<file path="config.mk">
export PLATFORM = sky130hd
export DESIGN_NAME = ped_lane
export DESIGN_NICKNAME = d
export VERILOG_FILES = /design/src/design/ped_pkg.sv /design/src/design/ped_lane.sv
export SDC_FILE = /design/constraint.sdc
export NUM_CORES = 1
export LEC_CHECK = 0
export BUFFER_PORTS_ARGS = -buffer_cell sky130_fd_sc_hd__buf_2
export CAP_MARGIN = 15
export CORE_MARGIN = 2
export CORE_UTILIZATION = 55
export CTS_BUF_LIST = sky130_fd_sc_hd__clkbuf_16
export DETAILED_ROUTE_END_ITERATION = 10
export GPL_TIMING_DRIVEN = 1
export PLACE_DENSITY = 0.76
export SLEW_MARGIN = 20
export SYNTH_ARGS = -nofsm -noshare
export SYNTH_HDL_FRONTEND = slang
export SYNTH_SLANG_ARGS = --single-unit
</file>
<file path="constraint.sdc">
create_clock -name clk -period 10.35 [get_ports clk]
set_input_delay 0.5175 -clock clk [delete_from_list [all_inputs] [get_ports clk]]
set_output_delay 0.5175 -clock clk [all_outputs]
set_load 0.005 [all_outputs]
</file>
<file path="src/design/ped_pkg.sv">
`timescale 1ns / 1ps

package ped_pkg;

  // Fixed shape of the block
  localparam int LANES      = 4;
  localparam int COORD_BITS = 24;
  localparam int USED_BITS  = 3;
  localparam int SUM_BITS   = 64;
  localparam int DIST_BITS  = 32;

  // Derived widths
  localparam int MAG_BITS      = COORD_BITS + 1;
  localparam int LSUM_BITS     = SUM_BITS + $clog2(LANES + 1);
  localparam int IN_BITS       = 2 * LANES * COORD_BITS + USED_BITS;
  localparam int S_TDATA_BITS  = ((IN_BITS + 7) / 8) * 8;
  localparam int M_TDATA_BITS  = ((DIST_BITS + 7) / 8) * 8;
  localparam int REM_BITS      = DIST_BITS + 1;
  localparam int STEP_CNT_BITS = $clog2(DIST_BITS);

  typedef logic signed [COORD_BITS-1:0] coord_t;

  // Control bits that travel with a chunk through the lane stage
  typedef struct packed {
    logic valid;
    logic last;
  } chunk_ctl_t;

  // Finished sum of one vector pair, handed to the root unit
  typedef struct packed {
    logic                valid;
    logic                clip;
    logic [SUM_BITS-1:0] sum;
  } fin_req_t;

endpackage

</file>
<file path="src/design/ped_lane.sv">
`timescale 1ns / 1ps

module ped_lane (
  input  logic                            clk,
  input  logic                            en,
  input  logic                            lane_on,
  input  ped_pkg::coord_t                 a,
  input  ped_pkg::coord_t                 b,
  output logic [ped_pkg::SUM_BITS-1:0]    sq,
  output logic                            big
);
  import ped_pkg::*;

  logic signed [MAG_BITS-1:0] diff;
  logic        [MAG_BITS-1:0] mag;
  logic        [SUM_BITS-1:0] mag_wide;
  logic        [DIST_BITS-1:0] mag_low;
  logic        [SUM_BITS-1:0] sq_c;
  logic                       big_c;

  // Difference and its magnitude; negating the most negative value still fits
  always_comb begin
    diff     = MAG_BITS'(a) - MAG_BITS'(b);
    mag      = diff[MAG_BITS-1] ? MAG_BITS'(-diff) : MAG_BITS'(diff);
    mag_wide = SUM_BITS'(mag);
    mag_low  = mag_wide[DIST_BITS-1:0];
    // a magnitude past 32 bits clips the sum outright
    big_c    = |mag_wide[SUM_BITS-1:DIST_BITS];
    sq_c     = SUM_BITS'(mag_low) * SUM_BITS'(mag_low);
  end

  // Registered square; an unused lane contributes nothing
  always_ff @(posedge clk) begin
    if (en) begin
      sq  <= lane_on ? sq_c : '0;
      big <= lane_on & big_c;
    end
  end

endmodule

</file>
# Word level (Yosys, flattened, before mapping)
# Index checks and enable logic that the tools add are counted.
word_totals:
  output_inout_bits: 65
  register_bits: 64
  ramBits: 0
  n_memories: 0
  latchBits: 0
  word_cells: 6
  romBits: 0
  in_bits: 51
classes:
  n_lt_le_gt_ge: 0
  n_bitwise: 0
  muxes: 1
  n_div: 0
  eq_ne: 0
  mul: 1
  n_reduce_logical: 0
  addsub: 2
  shifts: 0
op_table:
  columns: ["op", "count"]
  rows:
  - ["$mul A25 B25 Y50", 1]
  - ["$mux W25", 1]
  - ["$neg A25 Y25", 1]
  - ["$sub A24 B24 Y25", 1]

# Depth between registers and ports, before layout
depth:
  word_depth: 4
  ltp_mapped: 41
  mapped_depth_nobuf: 38

# Worst setup path after synthesis
# No wires, ideal clock.
synth_timing:
  kind: "input-to-reg"
  from: "input a[0]"
  to: "register sq[42] (netlist name), data pin"
  required_ps: 10095
  arrival_time_ps: 9631
  setup_ps: 255
  stages: 36
  n_path_buf: 1
  path_slack_ps: 464
  cell_sequence: "inv_1 > ha_1 > fa_1 > nand2b_1 > a21oi_1 > o21ai_4 > o221ai_1 > xor2_1 > or3_1 > o31ai_1 > nand2_1 > xor2_2 > clkbuf_1 > nand2_1 > fa_1 > inv_1 > fa_1 > fa_1 > inv_1 > fa_1 > inv_1 > fa_1 > inv_1 > fa_1 > inv_1 > fa_1 > ha_1 > a21oi_1 > o211a_1 > o211a_1 > o21ai_0 > a311o_1 > a221oi_1 > o21bai_1 > xor2_1 > and2_1"
synth_between:
  elab_chain_len: 4
synth_lines:
  columns: ["item", "line", "source"]
  rows:
  - ["start, declared", "ped_lane.sv:7", "input ped_pkg::coord_t a,"]
  - ["$sub A24 B24 Y25 (*)", "ped_lane.sv:23", "diff = MAG_BITS'(a) - MAG_BITS'(b);"]
  - ["$neg A25 Y25", "ped_lane.sv:24", "mag = diff[MAG_BITS-1] ? MAG_BITS'(-diff) : MAG_BITS'(diff);"]
  - ["$mux W25 (*)", "ped_lane.sv:24", null]
  - ["$mul A25 B25 Y50 (*)", "ped_lane.sv:29", "sq_c = SUM_BITS'(mag_low) * SUM_BITS'(mag_low);"]
  - ["end signal, assigned", "ped_lane.sv:35", "sq <= lane_on ? sq_c : '0;"]
  - ["end, declared", "ped_lane.sv:9", "output logic [ped_pkg::SUM_BITS-1:0] sq,"]
# Mark *: on every way between the ends. The rest lies on a longest branch, timed or not.
# A chain may end at the register's enable or synchronous reset.

# Final worst setup path
layout_timing:
  from: "input a[3]"
  to: "register sq[46] (netlist name), data pin"
# The elaborated chain is that of the path after synthesis.

==> results.md <==
* Share of layout cells above drive strength 1 at 0.124
* WL/cell at ~19 um
* RSZ-0062 raised after global routing: yes
* Die height at roughly 200 um
* Max FFs per register at 49
* Synth area leaders: fa_1, ha_1, inv_1
* Tmin final at 9.95 ns
* # setup viols final at 0
* Slew @ Worst Pin at between 0.8 and 0.9 ns
* Area of the multi-input gates at between 15000 and 20000 um2
* Most Frequent Cell on Critical Path: fa_1
* Biggest regs: sq x49
* WP data required at between 10 and 15 ns
* Final Hold Fails at 0
* Worst path slowest cell: fa_1
* TritonCTS Buffers at 5
* Avg Inst Size Synth at between 9 and 10 um2
* Cell count after synthesis at between 2k and 2.5k
* DRT Pass-1 Iters at 5
* Via density at 5.54
* Floorplan row count at slightly above 70
* H-Tree Depth at 2
* Die area at 41100 um2
* Remaining DRCs at 0
* Max-Cap Viols at 0
* Worst setup SP type: input pin
* Crit end category: register
* Sequential-to-total area share from yosys stat at 0.0678
* Initial core utilization at 0.559
* GR Overflow Total at 0
* WP buf/inv at 9
* EDFF count, synth at around 50
* Cell accounting for the most synthesized area: fa_1
* Crit share post-route at 0.961
* # hold bufs at CTS at 0
* Tot GR Track Use at 0.295
* Max_slew headroom at 0.411
* Most common cell after layout, fill and taps aside: inv_1
* Synth top area share at 0.433
* Number of cells in the design after placement at 3070
* Port buffer count at 99
* Commonest non-fill, non-tap cells in the layout: inv_1, fa_1, nor2_1
* Area growth syn-to-layout at 10.5%
* Total wire length at 57400 um
* Number of global-route vias before repair at around 19k
* Clock-pin slew on the worst setup and hold paths at around 0.070 ns
* Final std cells w/o fill at around 3.1k
* Top reg by flops: sq
* Filler Cell Count at about 3.2k
* Register bit total from synthesis at just under 50
* Core footprint at just under 40000 um2
* Unique cell type count in the Yosys netlist at 90
* Post-Syn Area at approximately 22000 um2
* Post-layout net count at between 3k and 4k
* Largest net degree at the start of global routing at 56
* RePlAce Congestion at ~0.94
* Post-DP HPWL at around 48000 um
* Die W at 203 um
* Worst-path fanout max at 6
* Outcome: finished clean
* Sequential Area at between 1000 and 1500 um2
* # clock sinks at 49
* IO Pins at between 100 and 150
* Crit path DAT at ~10 ns
* CTS tree: done
* Max Slew Vio Count at 0
* Family with the most delay on the worst path: adder cells
* Count of yosys warnings during synthesis at 0
* Vias after detailed routing at around 17k
* CP max stage delay at 0.55 ns
* Initial DRC Count at between 1k and 1.5k
* Detail Route Antenna Nets at 0
* Initial antenna violation count at 0
* Achievable Freq at between 0.1 and 0.15 GHz
* N_diodes at 0
* Hold/Removal Path Class: in2reg
* Post-synth ARST share at 0
* Synth Flop Type: edfxtp_1
* CTS max path bufs at 2
* Root Buffer: clkbuf_16
* Worst Setup Path Type: in2reg
* First-pass GRT wire length at approximately 95000 um
kinds of logic after synthesis:
family                     after synthesis  share of synthesized area
buffers and inverters                  693                      0.125
adders and majority gates              673                      0.550
and+or+nand+nor                        604                      0.129
AOI/OAI and AO/OA                      261                     0.0851
xor gates and xnor gates                89                     0.0385
DFF                                     49                     0.0678
muxes                                    9                    0.00461
other                                    2                   0.000346
cells in the mapped netlist, drive strengths merged (4+ instances only):
cell,instances
nor2b,12
o21ai,42
clkbuf,54
nor2,212
or2,7
a21o,46
a31oi,8
inv,595
nor3,33
nand2,193
mux2,5
a211oi,9
nand2b,13
and2,49
a21boi,4
a21oi,65
o21a,16
o31ai,11
mux2i,4
edfxtp,49
o22ai,4
nand3,18
or3,12
nand4,16
ha,204
a211o,4
fa,469
o21bai,12
and3,15
buf,42
xor2,40
xnor2,49
nor4,7
per-stage QoR:
stage / setup TNS (ns) / util / worst slack [ns] / cell area [um2] / hold slack (ns)
6_report: 0 / 0.618 / 0.404 / 24000 / 0.827
5_1_grt: -0.124 / 0.618 / -0.0615 / 24000 / 0.875
4_1_cts: 0 / 0.612 / 0.0864 / 23800 / 0.837
3_5_place_dp: -1.05 / 0.609 / -0.246 / 23600 / 0.909
3_3_place_gp: -0.155 / 0.609 / -0.0690 / 23600 / 0.912
2_1_floorplan: 0 / - / 0.464 / 21800 / 0.630
area by class of cell:
cell class / instances / share of cell area
flip-flops and latches: 49 / 0.0613
clock buffers: 5 / 0.00522
inverters: 597 / 0.0934
well taps: 518 / 0.0270
multi-input cells: 1670 / 0.742
clock inverters: 3 / 0.000887
repair buffers: 244 / 0.0700
timing repair:
action	in CTS	in global routing
gates resized for setup	0	31
endpoints found under the setup margin	0	16
buffers inserted	0	7
routing by layer:
metal / vias to the layer above / GRT usage / routed length (um) / part of all wire
li1: 7613 / - / - / -
met1: 8549 / 0.375 / 22300 / 0.39
met2: 743 / 0.509 / 28200 / 0.49
met3: 180 / 0.0408 / 4420 / 0.077
met4: 0 / 0.119 / 2400 / 0.042
met5: - / 0 / 0 / 0
worst paths after layout:
kind / startpoint / to / slack, ns / cells past startpoint
hold / removal: en / sq[46] / 0.83 / 2
setup / recovery: a[3] / sq[46] / 0.40 / 37
Power is left out: the tool's default activity adds up to more than one toggle a clock period on the data nets, which glitch-free logic cannot reach.
