## config.mk

```make
export PLATFORM = sky130hd
export DESIGN_NAME = ped_sqrt
export DESIGN_NICKNAME = d
export VERILOG_FILES = /design/src/design/ped_pkg.sv /design/src/design/ped_sqrt.sv
export SDC_FILE = /design/constraint.sdc
export NUM_CORES = 1
export LEC_CHECK = 0
export BUFFER_PORTS_ARGS = -buffer_cell sky130_fd_sc_hd__buf_4
export CAP_MARGIN = 0
export CORE_ASPECT_RATIO = 1.2
export CORE_UTILIZATION = 35
export DETAILED_ROUTE_END_ITERATION = 16
export SYNTH_ARGS = -nofsm -noshare
export SYNTH_HDL_FRONTEND = slang
export SYNTH_SLANG_ARGS = --single-unit
```

## constraint.sdc

```tcl
create_clock -name clk -period 8.1 [get_ports clk]
set_input_delay 1.215 -clock clk [delete_from_list [all_inputs] [get_ports clk]]
set_output_delay 1.215 -clock clk [all_outputs]
set_load 0.05 [all_outputs]
```

## src/design/ped_pkg.sv

```systemverilog
`timescale 1ns / 1ps

package ped_pkg;

  // Fixed shape of the block
  localparam int LANES      = 4;
  localparam int COORD_BITS = 24;
  localparam int USED_BITS  = 3;
  localparam int SUM_BITS   = 64;
  localparam int DIST_BITS  = 32;

  // Derived widths
  localparam int MAG_BITS      = COORD_BITS + 1;
  localparam int LSUM_BITS     = SUM_BITS + $clog2(LANES + 1);
  localparam int IN_BITS       = 2 * LANES * COORD_BITS + USED_BITS;
  localparam int S_TDATA_BITS  = ((IN_BITS + 7) / 8) * 8;
  localparam int M_TDATA_BITS  = ((DIST_BITS + 7) / 8) * 8;
  localparam int REM_BITS      = DIST_BITS + 1;
  localparam int STEP_CNT_BITS = $clog2(DIST_BITS);

  typedef logic signed [COORD_BITS-1:0] coord_t;

  // Control bits that travel with a chunk through the lane stage
  typedef struct packed {
    logic valid;
    logic last;
  } chunk_ctl_t;

  // Finished sum of one vector pair, handed to the root unit
  typedef struct packed {
    logic                valid;
    logic                clip;
    logic [SUM_BITS-1:0] sum;
  } fin_req_t;

endpackage

```

## src/design/ped_sqrt.sv

```systemverilog
`timescale 1ns / 1ps

module ped_sqrt (
  input  logic                               clk,
  input  logic                               rst,
  input  ped_pkg::fin_req_t                  fin,
  output logic                               busy,
  output logic                               out_valid,
  input  logic                               out_ready,
  output logic [ped_pkg::DIST_BITS-1:0]      out_root,
  output logic                               out_clip
);
  import ped_pkg::*;

  typedef enum logic [2:0] {
    S_IDLE = 3'b001,
    S_RUN  = 3'b010,
    S_DONE = 3'b100
  } state_t;

  state_t                   state;
  state_t                   state_next;
  logic [SUM_BITS-1:0]      x;
  logic [REM_BITS-1:0]      rem;
  logic [DIST_BITS-1:0]     root;
  logic                     clip;
  logic [STEP_CNT_BITS-1:0] cnt;

  logic [REM_BITS+1:0]      rem_t;
  logic [REM_BITS+1:0]      trial;
  logic                     ge;
  logic                     start;
  logic                     load_out;

  assign busy     = (state != S_IDLE);
  assign start    = fin.valid & (state == S_IDLE);
  assign load_out = (state == S_DONE) & (~out_valid | out_ready);

  // One root bit a step: bring down two bits, try root*4+1
  always_comb begin
    rem_t = {rem, x[SUM_BITS-1 -: 2]};
    trial = {1'b0, root, 2'b01};
    ge    = (rem_t >= trial);
  end

  always_comb begin
    state_next = state;
    case (state)
      S_IDLE: if (start) state_next = S_RUN;
      S_RUN:  if (cnt == '0) state_next = S_DONE;
      S_DONE: if (load_out) state_next = S_IDLE;
      default: state_next = S_IDLE;
    endcase
  end

  always_ff @(posedge clk) begin
    if (rst) begin
      state <= S_IDLE;
    end else begin
      state <= state_next;
    end
  end

  // Datapath of the iteration
  always_ff @(posedge clk) begin
    if (start) begin
      x    <= fin.sum;
      rem  <= '0;
      root <= '0;
      clip <= fin.clip;
      cnt  <= STEP_CNT_BITS'(DIST_BITS - 1);
    end else if (state == S_RUN) begin
      x    <= x << 2;
      rem  <= ge ? REM_BITS'(rem_t - trial) : REM_BITS'(rem_t);
      root <= {root[DIST_BITS-2:0], ge};
      cnt  <= cnt - 1'b1;
    end
  end

  // Output register
  always_ff @(posedge clk) begin
    if (rst) begin
      out_valid <= 1'b0;
    end else if (load_out) begin
      out_valid <= 1'b1;
    end else if (out_ready) begin
      out_valid <= 1'b0;
    end
  end

  always_ff @(posedge clk) begin
    if (load_out) begin
      out_root <= root;
      out_clip <= clip;
    end
  end

endmodule

```

Yosys cells after proc, flatten, opt, wreduce, memory -nomap -nowiden --
Index checks and enable logic that the tools add are counted. Widths: inputs -> output; s select.
Word-level totals: register bits 172, input port bits 69, output and inout port bits 35, word-level logic and storage cells 36
Operators by class: $add $sub $neg 2, magnitude comparators 1, eq/ne operators 7, multiplexer cells 9, bitwise operators 4, reductions and logical operators 4
Operator list (count):
- $mux 64 | 2
- $ge 35x34->1 | 1
- $mux 33 | 1
- $sub 33x33->33 | 1
- $mux 3 | 3
- $pmux 3 s3 | 1
- $ne 2x2->1 const B | 3
- $logic_not 5->1 | 1
- $sub 5x1->5 const B | 1
- $reduce_bool 2->1 | 2
- $eq 3x1->1 const B | 1
- $eq 3x2->1 const B | 1
- $eq 3x3->1 const B | 1
- $ne 3x1->1 const B | 1
- $reduce_and 3->1 | 1
- $and 1x1->1 | 2
- $mux 1 | 2
- $not 1->1 | 1
- $or 1x1->1 | 1

Depth between registers and ports, before layout --
depth after elaboration 5, mapped depth 13, gate-level depth less buffers 10

Least setup slack after synthesis --
Ideal clock, no wire load.
path type in2reg, from input fin[65] in the netlist's numbering, to register x[0] (enable), setup time 0.418 ns, arrival time 2.905 ns, required time 7.682 ns, setup slack 4.776 ns, stages on the path 5, path buffers 1, cells stage by stage nand2_1 inv_1 nor2_1 clkbuf_1 inv_1
On the way: word-level cells in the longest chain between the ends 2
RTL lines:
- start, declared | line ped_sqrt.sv:6 | input ped_pkg::fin_req_t fin,
- $and 1x1->1 | line ped_sqrt.sv:36 | assign start = fin.valid & (state == S_IDLE);
- $reduce_bool 2->1 (no line)
- end signal, assigned | line ped_sqrt.sv:67 | x <= fin.sum;
- end signal, assigned | line ped_sqrt.sv:73 | x <= x << 2;
- end, declared | line ped_sqrt.sv:23 | logic [SUM_BITS-1:0] x;
Every way passes these cells. A chain may end at the register's enable or synchronous reset.

Final worst setup path --
from register root[10], to register rem[30]
On the way: word-level cells in the longest chain between the ends 2, elaborated cells between the ends (all ways) 3, classes of those cells add/sub: 1; order compare: 1; mux: 1
RTL lines:
- start, declared | line ped_sqrt.sv:25 | logic [DIST_BITS-1:0] root;
- start signal, assigned | line ped_sqrt.sv:75 | root <= {root[DIST_BITS-2:0], ge};
- $sub 33x33->33 or $ge 35x34->1 (tied branches) | line ped_sqrt.sv:74, ped_sqrt.sv:43
- $mux 33 (*) | line ped_sqrt.sv:74 | rem <= ge ? REM_BITS'(rem_t - trial) : REM_BITS'(rem_t);
- end signal, assigned | line ped_sqrt.sv:74
- end, declared | line ped_sqrt.sv:24 | logic [REM_BITS-1:0] rem;
Mark *: on every way between the ends. The rest lies on a longest branch, timed or not.

==> impl_results.md <==
* Highest clock rate at 275 MHz
* Switching pwr at 0.00204 W
* CP Capture Type: flip-flop
* Final Max Slew Viols at 0
* Synthesis Warnings at 0
* Count of cell types in the netlist at 62
* Max cap viols at 0
* Required @ worst endpoint at 8410 ps
* Vias at 6591
* Final ANT Viol Nets at 0
* Worst slack, placed at 4480 ps
* Layout Cell Area excl Fill at 10100 um^2
* Sequential Power Share at 23.8%
* Vias in the first global route at 6623
* Layout fillers at 2431
* Antenna diode count at 0
* Post-route setup TNS at 0 ps
* Die width at 144 um
* Post-DP HPWL at 12.9 mm
* Worst-path fanout max at 21
* Skew final at 14.6 ps
* DR WL/cell at 14.6 um
* Port buffer count at 103
* Placed Area at 9540 um^2
* Count leader, synth: nand2_1
* Critical path data arrival time at 3950 ps
* Pleak at 4.26 nW
* Clock transition at path regs at 70 ps
* Multi-input logic area at 3720 um^2
* Post-Syn Instances at 920
* Status: completed
* Worst Path Buf+Inv at 1
* Core box area at 23900 um^2
* CTS tree: yes
* Sequential share of the synthesized area at 52.1%
* Die ar. at 24900 um^2
* Leading cell types by count after synthesis: 296 x nand2_1, 98 x edfxtp_1, 74 x dfxtp_1
* Post-Syn Area at 8490 um^2
* Die Ht at 173 um
* Crit path max-delay family: compound AO/OA/AOI/OAI gates
* Top FF cell, synth: edfxtp_1
* H-Tree Depth at 4
* DR vias/cell at 4.93
* I/O pins at 104
* PD cells at 469 nW/um^2
* Largest area contributor in the synthesized netlist: edfxtp_1
* Fin crit share at 44.9%
* Clock Sinks at 172
* Critical Path Stages at 10
* Drt drc at 0
* P_int at 0.00270 W
* Max incr delay on CP at 700 ps
* WHS Path Cells at 0
* Sw Ratio at 43.1%
* Post-route worst setup slack at 4460 ps
* Clock power frac at 16.9%
* Slowest cell on crit path: or2_1
* Post-synth ARST share at 0%
* Pin count of the biggest net entering global routing at 95
* Crit-path cells: inv_1, ha_1, a21o_1, a211o_1, a32o_1, o21ai_0, and4_1, or2_1, o41ai_1, a221o_1
* FF-to-FF path depth at 10
* Number of setup buffers added after CTS at 0
* Syn_nets at 1025
* Resized Gates After CTS at 0
* Initial Utilization at 35.5%
* Rel. slew slack at 30.9%
* Post-Route WL at 19.5 mm
* Final GP Congestion at 0.832
* Final setup violating endpoints at 0
* Worst VDD drop at 184 uV
* Clock root cell: clkbuf_16
* Grt ovf at 0
* Comb pwr share at 59.3%
* FF/Latch Area at 4420 um^2
* Initial DRC Count at 324
* RSZ-0062 raised after global routing: no
* Total Power at 0.00474 W
* CTS Buf Count at 17
* Yosys reg bits at 172
* Row count at 62
* Hold buffer count at CTS at 0
* Class of the tightest hold or removal check: flip-flop to flip-flop
* Avg Cell Area, Syn at 9.22 um^2
* Ratio of cells with drive above 1 in the final layout at 14.8%
* Top post-synthesis cells by area: edfxtp_1 35%, dfxtp_1 17%, nand2_1 13%, ha_1 5.3%, a21oi_1 4.0%
* Post-synth EDFFs at 98
* Clk buf depth at 2
* Area grow syn2layout at 19.1%
* Worst Max-Slew Pin Slew at 1040 ps
* Hold Violations, Final at 0
* Fin crit period at 3640 ps
* Kind of critical path: flip-flop to flip-flop
* Initial antenna violation count at 0
* Crit start category: flip-flop
* Synth top area share at 34.7%
* Nets at 1110
* WHS at 423 ps
* DR pass1 iterations at 5
* Worst skew pair latency at 430 ps
* GRT Util Overall at 16.5%
* First-pass GRT wire length at 32.5 mm
[state kept, by name, summed over array words and instances (netlist names)]
signal / flops
clip: 1
root: 32
out_valid: 1
cnt: 5
out_root: 32
x: 64
state: 3
out_clip: 1
rem: 33
[per-layer routing]
metal | vias to the layer above | global-route usage, % | share of wire (%)
li1 | 3349 | - | -
met1 | 3065 | 19.7 | 43
met2 | 157 | 28.2 | 49
met3 | 20 | 5.54 | 6.8
met4 | 0 | 4.34 | 1.2
met5 | - | 0 | 0
[cells in the final DEF (no fill, tap or decap), types with 4 or more instances in the layout]
cell       netlist  routed
nand3_1         10      10
and3_1           5       5
xnor2_1         17      17
a32oi_1         10      10
o21bai_1         4       4
inv_1           45      43
edfxtp_1        98      98
nand3b_1         5       5
nor4_1           7       7
dfxtp_1         74      74
a211o_1          4       4
nor2_1          25      23
mux2i_1         16      16
a21oi_1         67      67
nor3_1          12      12
clkbuf_16        0      17
o21ai_1          9       9
a21o_1          16      16
and4_1           5       5
clkbuf_1        33       4
nor2b_1          6       6
nand2_1        296     295
buf_4            2     110
o21ai_0         35      35
ha_1            36      36
clkbuf_8         0       4
xor2_1          13      13
a31oi_1          8       8
[kinds of logic after synthesis]
logic type      share of synthesized area, %
fa+ha+maj                               5.31
compound gates                          13.5
buf+inv                                 4.28
xor+xnor                                3.10
simple gates                            19.8
mux                                     1.89
flops                                   52.1
[worst register-to-register path: cells and delay by family (launching register included)]
family	cells	cell delay, ps
AOI/OAI and AO/OA	6	1510
and+or+nand+nor	2	1240
DFF	1	370
adders and majority gates	1	350
buffers and inverters	1	60
[power by group through the flow]
stage | Sequential, W | Clock, W | Combinational, W
after CTS | 0.00113 | 0.000822 | 0.00283
final | 0.00113 | 0.000801 | 0.00281
after global routing | 0.00114 | 0.000852 | 0.00311
after floorplan | 0.00113 | 0 | 0.00234
after global placement | 0.00115 | 0 | 0.00280
after detailed placement | 0.00115 | 0 | 0.00280
[through the flow]
stage | cells | util [%]
final | 1338 | 42.3
after global routing | 1338 | 42.3
after CTS | 1338 | 42.3
after detailed placement | 1306 | 39.9
after global placement | 1306 | 39.9
after floorplan | 920 | -
[area by class of cell]
cell class | instances | area share, %
flip-flops and latches | 172 | 43.8
multi-input cells | 659 | 36.8
repair buffers | 110 | 8.17
clock buffers | 25 | 4.90
well taps | 320 | 3.96
inverters | 45 | 1.67
clock inverters | 7 | 0.780
[final timing paths]
path,startpoint,slack (ps),to
setup / recovery,root[10],4460,rem[30]
hold / removal,clip,420,out_clip
setup reg to reg,root[10],4460,rem[30]
hold reg to reg,clip,420,out_clip
No activity file was read; power rests on OpenSTA's default activity.
