<file path="src/design/ped_pkg.sv">
`timescale 1ns / 1ps

package ped_pkg;

  // Fixed shape of the block
  localparam int LANES      = 4;
  localparam int COORD_BITS = 24;
  localparam int USED_BITS  = 3;
  localparam int SUM_BITS   = 64;
  localparam int DIST_BITS  = 32;

  // Derived widths
  localparam int MAG_BITS      = COORD_BITS + 1;
  localparam int LSUM_BITS     = SUM_BITS + $clog2(LANES + 1);
  localparam int IN_BITS       = 2 * LANES * COORD_BITS + USED_BITS;
  localparam int S_TDATA_BITS  = ((IN_BITS + 7) / 8) * 8;
  localparam int M_TDATA_BITS  = ((DIST_BITS + 7) / 8) * 8;
  localparam int REM_BITS      = DIST_BITS + 1;
  localparam int STEP_CNT_BITS = $clog2(DIST_BITS);

  typedef logic signed [COORD_BITS-1:0] coord_t;

  // Control bits that travel with a chunk through the lane stage
  typedef struct packed {
    logic valid;
    logic last;
  } chunk_ctl_t;

  // Finished sum of one vector pair, handed to the root unit
  typedef struct packed {
    logic                valid;
    logic                clip;
    logic [SUM_BITS-1:0] sum;
  } fin_req_t;

endpackage

</file>
<file path="src/design/ped_merge.sv">
`timescale 1ns / 1ps

module ped_merge (
  input  logic                                       clk,
  input  logic                                       rst,
  input  logic                                       en,
  input  ped_pkg::chunk_ctl_t                        ctl,
  input  logic [ped_pkg::LANES-1:0][ped_pkg::SUM_BITS-1:0] sq,
  input  logic [ped_pkg::LANES-1:0]                  big,
  output ped_pkg::fin_req_t                          fin
);
  import ped_pkg::*;

  logic [LSUM_BITS-1:0] chunk_sum_c;
  logic [LSUM_BITS-1:0] chunk_sum;
  logic                 chunk_big;
  logic                 chunk_valid;
  logic                 chunk_last;

  logic [SUM_BITS-1:0]  acc;
  logic                 clip;
  logic [LSUM_BITS:0]   total;
  logic                 over;
  logic [SUM_BITS-1:0]  acc_next;
  logic                 clip_next;

  // Sum of the lane squares, wide enough never to wrap
  always_comb begin
    chunk_sum_c = '0;
    for (int i = 0; i < LANES; i++) begin
      chunk_sum_c = chunk_sum_c + LSUM_BITS'(sq[i]);
    end
  end

  always_ff @(posedge clk) begin
    if (en) begin
      chunk_sum <= chunk_sum_c;
      chunk_big <= |big;
    end
  end

  always_ff @(posedge clk) begin
    if (rst) begin
      chunk_valid <= 1'b0;
      chunk_last  <= 1'b0;
    end else if (en) begin
      chunk_valid <= ctl.valid;
      chunk_last  <= ctl.last;
    end
  end

  // Saturating accumulate: squares are never negative, so clipping once
  // at the end of the chunk matches clipping lane by lane
  always_comb begin
    total     = (LSUM_BITS + 1)'(acc) + (LSUM_BITS + 1)'(chunk_sum);
    over      = chunk_big | (|total[LSUM_BITS:SUM_BITS]);
    acc_next  = over ? '1 : total[SUM_BITS-1:0];
    clip_next = clip | over;
  end

  always_ff @(posedge clk) begin
    if (rst) begin
      acc       <= '0;
      clip      <= 1'b0;
      fin.valid <= 1'b0;
    end else if (en) begin
      fin.valid <= chunk_valid & chunk_last;
      // final sum of the pair; payload only
      fin.sum   <= acc_next;
      fin.clip  <= clip_next;
      if (chunk_valid) begin
        if (chunk_last) begin
          acc  <= '0;
          clip <= 1'b0;
        end else begin
          acc  <= acc_next;
          clip <= clip_next;
        end
      end
    end
  end

endmodule

</file>
<file path="config.mk">
export PLATFORM = sky130hd
export DESIGN_NAME = ped_merge
export DESIGN_NICKNAME = d
export VERILOG_FILES = /design/src/design/ped_pkg.sv /design/src/design/ped_merge.sv
export SDC_FILE = /design/constraint.sdc
export NUM_CORES = 1
export LEC_CHECK = 0
export BUFFER_PORTS_ARGS = -buffer_cell sky130_fd_sc_hd__buf_2
export CAP_MARGIN = 20
export CORE_MARGIN = 2
export CORE_UTILIZATION = 52
export DETAILED_ROUTE_END_ITERATION = 6
export GPL_ROUTABILITY_DRIVEN = 0
export PLACE_DENSITY = 0.75
export SYNTH_ARGS = -nofsm -noshare
export SYNTH_HDL_FRONTEND = slang
export SYNTH_SLANG_ARGS = --single-unit
</file>
<file path="constraint.sdc">
create_clock -name clk -period 4.74 [get_ports clk]
set_clock_uncertainty 0.2 [all_clocks]
set_input_delay 0.474 -clock clk [delete_from_list [all_inputs] [get_ports clk]]
set_output_delay 0.474 -clock clk [all_outputs]
set_load 0.01 [all_outputs]
</file>
* Word level (Yosys, flattened, before mapping) *
Cells that the tools add are included.

word-level totals
  memory bits (writable) = 0
  input port bits = 265
  bits in read-only memories = 0
  bits in latches = 0
  output and inout bits = 66
  register bits after elaboration = 201
  memories = 0
  word-level logic and storage cells = 24

operators by class
  eq/ne operators = 0
  magnitude comparators = 0
  multiplexer cells = 3
  div/mod/pow operators = 0
  reductions and logical operators = 4
  add/subtract/negate cells = 4
  bitwise gates (word level) = 4
  shift-type cells = 0
  multiply operators = 0

operators with widths
  kind              count
  $mux 64           2
  $add 64x67->68    1
  $add 66x64->67    1
  $add 65x64->66    1
  $add 64x64->65    1
  $reduce_or 4->1   2
  $reduce_and 2->1  2
  $or 1x1->1        2
  $and 1x1->1       1
  $mux 1            1
  $not 1->1         1

* Longest topological paths before layout *
Gate-level depths: netlist (run 1).

  depth in word-level cells = 5
  depth in mapped cells = 16
  gate-level depth less buffers = 16

* Worst setup path before layout (run 1) *
No wires, ideal clock.

  path type = in2reg
  start = in sq[1] (netlist bit)
  end = reg chunk_sum[65] (data pin)
  stages on the path = 16
  setup time = 267 ps
  setup slack = -34 ps
  data arrival time = 4,307 ps
  required time = 4,273 ps
  path buffers = 0
  cells stage by stage = inv_1 > fa_1 > inv_1 > fa_1 > ha_1 > fa_1 > a211oi_1 > o21bai_1 > nor2b_1 > a2111oi_1 > o21bai_1 > a31o_2 > a41oi_2 > o21bai_1 > o21ai_0 > o21ai_0

between the ends
  cells in the longest elaborated chain, start to end = 3

RTL lines
  what                  line             text
  start, declared       ped_merge.sv:8   input logic [ped_pkg::LANES-1:0][ped_pkg::SUM_BITS-1:0] sq,
  $add 64x64->65        ped_merge.sv:31  chunk_sum_c = chunk_sum_c + LSUM_BITS'(sq[i]);
  $add 65x64->66        ped_merge.sv:31
  $add 66x64->67        ped_merge.sv:31
  net chunk_sum_c[65]   ped_merge.sv:14  logic [LSUM_BITS-1:0] chunk_sum_c;
  end signal, assigned  ped_merge.sv:37  chunk_sum <= chunk_sum_c;
  end, declared         ped_merge.sv:15  logic [LSUM_BITS-1:0] chunk_sum;

The timed path passes the listed nets, and every way through them passes these cells.
A chain may end at the register's enable or synchronous reset.

* Final worst setup path (run 1) *
  start = reg chunk_sum[0]
  end = reg acc[40]

between the ends
  cells in the longest elaborated chain, start to end = 5

RTL lines
  what                  line             text
  $add 64x67->68 *      ped_merge.sv:55  total = (LSUM_BITS + 1)'(acc) + (LSUM_BITS + 1)'(chunk_sum);
  $reduce_or 4->1       ped_merge.sv:56  over = chunk_big | (|total[LSUM_BITS:SUM_BITS]);
  $or 1x1->1            ped_merge.sv:56
  $mux 64 *             ped_merge.sv:57  acc_next = over ? '1 : total[SUM_BITS-1:0];
  $mux 64 *             ped_merge.sv:72  if (chunk_last) begin
  end signal, assigned  ped_merge.sv:76  acc <= acc_next;
  end, declared         ped_merge.sv:20  logic [SUM_BITS-1:0] acc;

Mark *: on every way between the ends. The rest lies on a longest branch, timed or not.

==> metrics.csv, run 1 <==
stage,metric,value,unit
placed_design,Port Buffers,330,
critical_path,crit path from,chunk_sum[0],
cells_and_area,synthesis-to-layout area growth,17.7,%
global_route,gr usage total,0.244,
cells_and_area,most frequent cells in the layout,"inv_1 (358), buf_2 (329), nand2_1 (173), a21oi_1 (143), edfxtp_1 (132)",
synth,synthesized flop and latch total,200,
power_and_ir_drop,Max VDD drop,278,uV
critical_path,critical path type,reg -> reg,
clock_network,postcts setup bufs,0,
routing,final WL,43700,um
synth,"FFs w/ async S/R, synth",0,
power_and_ir_drop,sequential share of power,0.276,
cells_and_area,multi-input combinational cell area,11100,um^2
synth,warnings from Yosys,0,
routing,ANT nets after route,0,
timing,WHS,0.0931,ns
routing,drt initial violations,1064,
min_path,hold path startpoint,ctl[0],
power_and_ir_drop,LEAKAGE,10.3,nW
power_and_ir_drop,Comb pwr share,0.576,
floorplanning,die area,36100,um^2
global_route,vias in the first global route,15100,
min_path,Hold Crit Class,in -> reg,
critical_path,Worst R2R Start,chunk_sum[0],
clock_network,# clock sinks,200,
synth,Mapped Cells,1973,
timing,setup violators final,0,
cells_and_area,Reg area,5330,um^2
clock_network,"Hold-fix buffers, CTS",0,
floorplanning,Die W,190,um
clock_network,total CTS buffers,17,
floorplanning,Ports,331,
synth,Syn Nets,2496,
timing,RSZ-0062 raised after global routing,true,
timing,Max Slew Vio Count,0,
clock_network,clock latency on the worst-skew pair,0.44,ns
timing,Tmin final,4.49,ns
routing,Vias,15300,
timing,Worst slew margin,0.353,
power_and_ir_drop,pwr dens,453,nW/um^2
power_and_ir_drop,Switching Share,0.433,
synth,synth unique cells,79,
clock_network,CTS tree,done,
critical_path,max incr delay on CP,0.55,ns
clock_network,Max H-tree Level,4,
floorplanning,core area,34300,um^2
routing,WL/cell,15.6,um
synth,sequential area share after synthesis,0.296,
status,status,"complete, no violations",
cells_and_area,fin nets,2860,
critical_path,"Slowest-stage cell, CP",or4_1,
global_route,initial antenna violation count,0,
cells_and_area,Layout fillers,2915,
timing,Final period util,0.948,
timing,final hold violations,0,
floorplanning,Site Rows,68,
clock_network,"Reg clk slew, reported paths",0.07,ns
power_and_ir_drop,Net Sw Power,4.15,mW
critical_path,endpoint type of the worst setup path,flip-flop,
cells_and_area,ANT cells,0,
clock_network,clk buf depth,2,
global_route,largest net degree at the start of global routing,72,
synth,"Primary FF master, synth",edfxtp_1,
floorplanning,Die Ht,190,um
synth,Syn Area/Cell,9.11,um^2
routing,via-per-instance ratio,5.47,
critical_path,crit-path most repeated cell,buf_4,
cells_and_area,fraction of layout cells with a size suffix above 1,0.209,
timing,Least-Margin Pin Slew,0.970,ns
power_and_ir_drop,Pint,5.44,mW
global_route,total grt overflow,0,
critical_path,worst-path cell chain,ha_1 -> fa_1 -> a21oi_1 -> nand4b_1 -> a31oi_1 -> o311ai_2 -> a2111oi_2 -> o2111a_1 -> or4_1 -> a21oi_4 -> buf_4 -> nand2b_1 -> buf_4 -> o211ai_1,
cells_and_area,Non-Filler Instances,2805,
clock_network,CTS root buffer,clkbuf_16,
timing,fmax,223,MHz
cells_and_area,final core occ,0.617,
critical_path,Worst Setup Start Kind,flip-flop,
routing,DR DRC count,0,
power_and_ir_drop,Clk pwr share,0.148,
placed_design,DP HPWL,35500,um
placed_design,DP Cell Count,2772,
synth,number of synthesized flops with an enable pin,132,
synth,Synth Cell Area,18000,um^2
global_route,wire length of the first global-routing pass,71700,um
critical_path,Arrival @ worst endpoint,4.58,ns
cells_and_area,"most common cell after layout, fill and taps aside",inv_1,
floorplanning,Initial Utilization,0.524,
job,max_cap viols,0,
routing,first drt pass iteration count,5,
critical_path,crit path max fanout,15,
critical_path,required time of the critical path,4.83,ns
## repair_timing
| action | in CTS | in global routing |
|---|---|---|
| gates resized for setup | 1 | 6 |
| endpoints found under the setup margin | 1 | 11 |
| pin swaps | 0 | 3 |
| cloned | 0 | 0 |
## per-layer routing
layer / part of all wire / track usage / up-vias / routed length, um
li1: - / - / 7471 / -
met1: 0.43 / 0.322 / 7218 / 18900
met2: 0.47 / 0.419 / 575 / 20700
met3: 0.074 / 0.0382 / 69 / 3220
met4: 0.021 / 0.0635 / 0 / 931
met5: 0 / 0 / - / 0
## synthesized netlist by cell type, types with 7 or more instances
master	count	area [um^2]
inv_1	358	1340
xnor2_1	69	604
fa_1	129	2580
nand2_4	20	225
o21bai_1	29	218
clkbuf_1	53	199
a31oi_1	19	119
dfxtp_1	68	1360
and4_1	7	61.3
a221oi_1	11	96.3
nor2_1	87	327
ha_1	129	1610
and3_1	22	138
o211ai_1	22	165
nor3_1	14	70.1
a211oi_1	12	90.1
nand4_1	31	194
o21a_1	10	75.1
nand2b_1	16	100
o21ai_0	82	410
a21o_1	82	616
a21oi_1	144	721
and2_1	9	56.3
nor2b_1	10	62.6
nand3_1	35	175
nor4_1	7	43.8
nand2_2	8	50.1
edfxtp_1	132	3960
a22o_1	49	429
xor2_1	48	420
nand2_1	173	649
## worst paths after layout
| kind | slack [ns] | depth (start not counted) | to |
|---|---|---|---|
| hold reg to reg | 0.24 | 2 | clip |
| setup / recovery | 0.25 | 14 | acc[40] |
| setup reg to reg | 0.25 | 14 | acc[40] |
| hold / removal | 0.09 | 3 | chunk_last |
## layout make-up
class,count,area share
multi-input combinational,1351,0.523
sequential,200,0.252
timing repair buffer,409,0.108
inverter,358,0.0635
tap,455,0.0269
clock buffer,19,0.0205
clock inverter,13,0.00668
## sequential cells by signal, summed over array words and instances (netlist names)
signal	count
chunk_last	1
chunk_big	1
acc	64
clip	1
fin	66
chunk_valid	1
chunk_sum	66
## cells by family (layout without fill, tap and decap cells)
logic type / count (synthesis) / after routing / share of synthesized area
AOI/OAI and AO/OA: 517 / 517 / 0.193
and+or+nand+nor: 454 / 454 / 0.126
buffers and inverters: 422 / 799 / 0.0921
adders and majority gates: 258 / 258 / 0.233
DFF: 200 / 200 / 0.296
xor gates and xnor gates: 117 / 117 / 0.0570
muxes: 5 / 5 / 0.00285
## power by group through the flow
stage	sequential, mW	clock, mW	combinational [mW]
CTS	2.64	1.44	5.45
global placement	2.67	0	5.29
detailed placement	2.67	0	5.40
floorplan	2.57	0	3.95
global route	2.68	1.50	6.15
finish	2.65	1.42	5.52
## critical path: cells and delay by family (launching register included)
| kind | cells | cell delay (ns) |
|---|---|---|
| AND/OR/NAND/NOR | 3 | 0.90 |
| flip-flops | 1 | 0.42 |
| adder cells (fa/ha/maj) | 2 | 0.68 |
| AO/OA/AOI/OAI | 7 | 1.72 |
| buffers and inverters | 2 | 0.44 |
## metrics by stage
step                setup TNS (ns)  setup slack, ns  cell area [um^2]  total power [mW]
global route              -0.00230         -0.00230             21200              10.3
finish                           0            0.248             21200              9.59
CTS                              0           0.0557             21100              9.53
floorplan                        0           0.0663             18000              6.52
global placement             -3.03           -0.284             20500              7.96
detailed placement           -3.25           -0.452             20500              8.07
Note: power is estimated with default switching activity, not from simulation.
==> inputs of run 2 (changes only) <==
- CORE_UTILIZATION: 52 -> 53
- CTS_BUF_LIST: not set -> sky130_fd_sc_hd__clkbuf_8
- PLACE_DENSITY: 0.75 -> 0.77
==> run 2 against run 1 <==
  * Maximum frequency down 1.2%
  * Register-to-register slack better by 0.11 ns
  * Via count up 0.31%
  * Clock power down 26%
  * Sequential power about the same
  * Sequential share of layout area up 0.33 points
  * Clock-buffer cell count unchanged
==> metrics.csv, run 2 (synthesis gave the netlist of run 1 again) <==
stage,metric,value,unit
clock_network,CTS tree,done,
cells_and_area,Non-Filler Instances,2789,
routing,via-per-instance ratio,5.51,
clock_network,# clock sinks,200,
timing,fmax,220,MHz
global_route,largest net degree at the start of global routing,66,
global_route,total grt overflow,0,
cells_and_area,most frequent cells in the layout,"inv_1 (360), buf_2 (329), nand2_1 (173), a21oi_1 (143), edfxtp_1 (132)",
floorplanning,die area,35400,um^2
placed_design,DP HPWL,35800,um
floorplanning,Die Ht,188,um
timing,RSZ-0062 raised after global routing,false,
critical_path,crit-path most repeated cell,fa_1,
critical_path,required time of the critical path,4.76,ns
timing,WHS,0.0507,ns
timing,final hold violations,0,
critical_path,Top delay family on crit path,adder cells,
status,status,"complete, no violations",
clock_network,post-CTS sizing,0,
global_route,vias in the first global route,15500,
critical_path,critical path type,in -> reg,
clock_network,"Reg clk slew, reported paths",0.10,ns
floorplanning,Die W,188,um
global_route,initial antenna violation count,0,
timing,Tmin final,4.55,ns
timing,Worst slew margin,0.407,
routing,DR DRC count,0,
timing,setup violators final,0,
timing,Final period util,0.959,
routing,first drt pass iteration count,7,
routing,ANT nets after route,0,
clock_network,CTS root buffer,clkbuf_8,
placed_design,Post-Place Worst Slack,-0.394,ns
clock_network,"Hold-fix buffers, CTS",0,
global_route,gr usage total,0.250,
critical_path,endpoint type of the worst setup path,flip-flop,
routing,WL/cell,15.7,um
floorplanning,Ports,331,
global_route,wire length of the first global-routing pass,73200,um
floorplanning,Site Rows,67,
routing,final WL,43700,um
timing,Fin Setup TNS,0,ns
clock_network,clock latency on the worst-skew pair,0.48,ns
timing,Max Slew Vio Count,0,
cells_and_area,ANT cells,0,
job,max_cap viols,0,
power_and_ir_drop,LEAKAGE,10.2,nW
critical_path,max incr delay on CP,0.54,ns
floorplanning,Initial Utilization,0.537,
critical_path,Arrival @ worst endpoint,4.57,ns
cells_and_area,Largest regs,"chunk_sum: 66 flops, fin: 66 flops, acc: 64 flops",
power_and_ir_drop,pwr dens,440,nW/um^2
cells_and_area,"most common cell after layout, fill and taps aside",inv_1,
cells_and_area,synthesis-to-layout area growth,16.1,%
routing,drt initial violations,1207,
placed_design,Port Buffers,330,
power_and_ir_drop,Power Total,9.17,mW
clock_network,total CTS buffers,17,
clock_network,clk buf depth,2,
floorplanning,core area,33400,um^2
power_and_ir_drop,Max VDD drop,224,uV
cells_and_area,fraction of layout cells with a size suffix above 1,0.206,
clock_network,Max H-tree Level,4,
critical_path,worst-path cell chain,buf_2 -> inv_1 -> fa_1 -> inv_1 -> fa_1 -> ha_1 -> fa_1 -> a211oi_1 -> o21bai_1 -> nor2b_1 -> a2111oi_2 -> buf_4 -> nor2_1 -> a21oi_1 -> a31oi_1 -> a31oi_1 -> buf_4 -> o21bai_1 -> xnor2_1,
placed_design,DP Cell Count,2757,
critical_path,crit path max fanout,3,
timing,final setup margin,0.192,ns
critical_path,"Slowest-stage cell, CP",fa_1,
critical_path,Worst Setup Start Kind,input pin,
timing,Least-Margin Pin Slew,0.890,ns
min_path,Hold Crit Class,in -> reg,
cells_and_area,fin nets,2851,
critical_path,Buf/Inv on CP,5,
clock_network,postcts setup bufs,0,
routing,Vias,15400,
-- run 2: changes by cell type in the layout (fill, tap and decap cells not counted), moves of 2 or more --
cell | previous run | this run
clkbuf_1 | 2 | 0
clkbuf_8 | 0 | 19
inv_6 | 2 | 4
buf_4 | 77 | 69
clkinv_2 | 2 | 0
clkbuf_16 | 17 | 0
inv_1 | 358 | 360
-- run 2: worst min-delay path: cells and delay by family --
family	cells	cell delay, ns
buf+inv	1	0.08
simple gates	1	0.08
mux	1	0.06
-- run 2: metal layers --
metal / GRT usage / up-vias / share of wire
li1: - / 7450 / -
met1: 0.334 / 7259 / 0.44
met2: 0.427 / 604 / 0.48
met3: 0.0373 / 68 / 0.067
met4: 0.0657 / 0 / 0.020
met5: 0 / - / 0
-- run 2: power breakdown --
part,internal (mW),switching (mW),leakage [nW],total (mW)
Clock,0.407,0.642,0.193,1.05
Combinational,2.24,3.24,8.31,5.48
Sequential,2.42,0.221,1.69,2.64
-- run 2: layout make-up --
class                      count  area (um^2)
clock buffer                  19          262
clock inverter                13          114
fill                        2760        12600
inverter                     358         1340
multi-input combinational   1351        11100
sequential                   200         5330
tap                          448          561
timing repair buffer         400         2200
-- run 2: path summary, 6_finish.rpt --
| path | cells past startpoint | slack (ns) | startpoint | end |
|---|---|---|---|---|
| hold / removal | 3 | 0.05 | ctl[0] | chunk_last |
| setup / recovery | 19 | 0.19 | sq[1] | chunk_sum[59] |
| setup reg to reg | 13 | 0.36 | chunk_sum[0] | acc[41] |
| hold reg to reg | 2 | 0.25 | clip | clip |
-- run 2: metrics by stage --
| stage | cell area, um^2 | util |
|---|---|---|
| final | 20900 | 0.624 |
| after global routing | 20900 | 0.624 |
| after CTS | 20800 | 0.623 |
| after detailed placement | 20500 | 0.612 |
| after global placement | 20400 | 0.611 |
| after floorplan | 18000 | - |
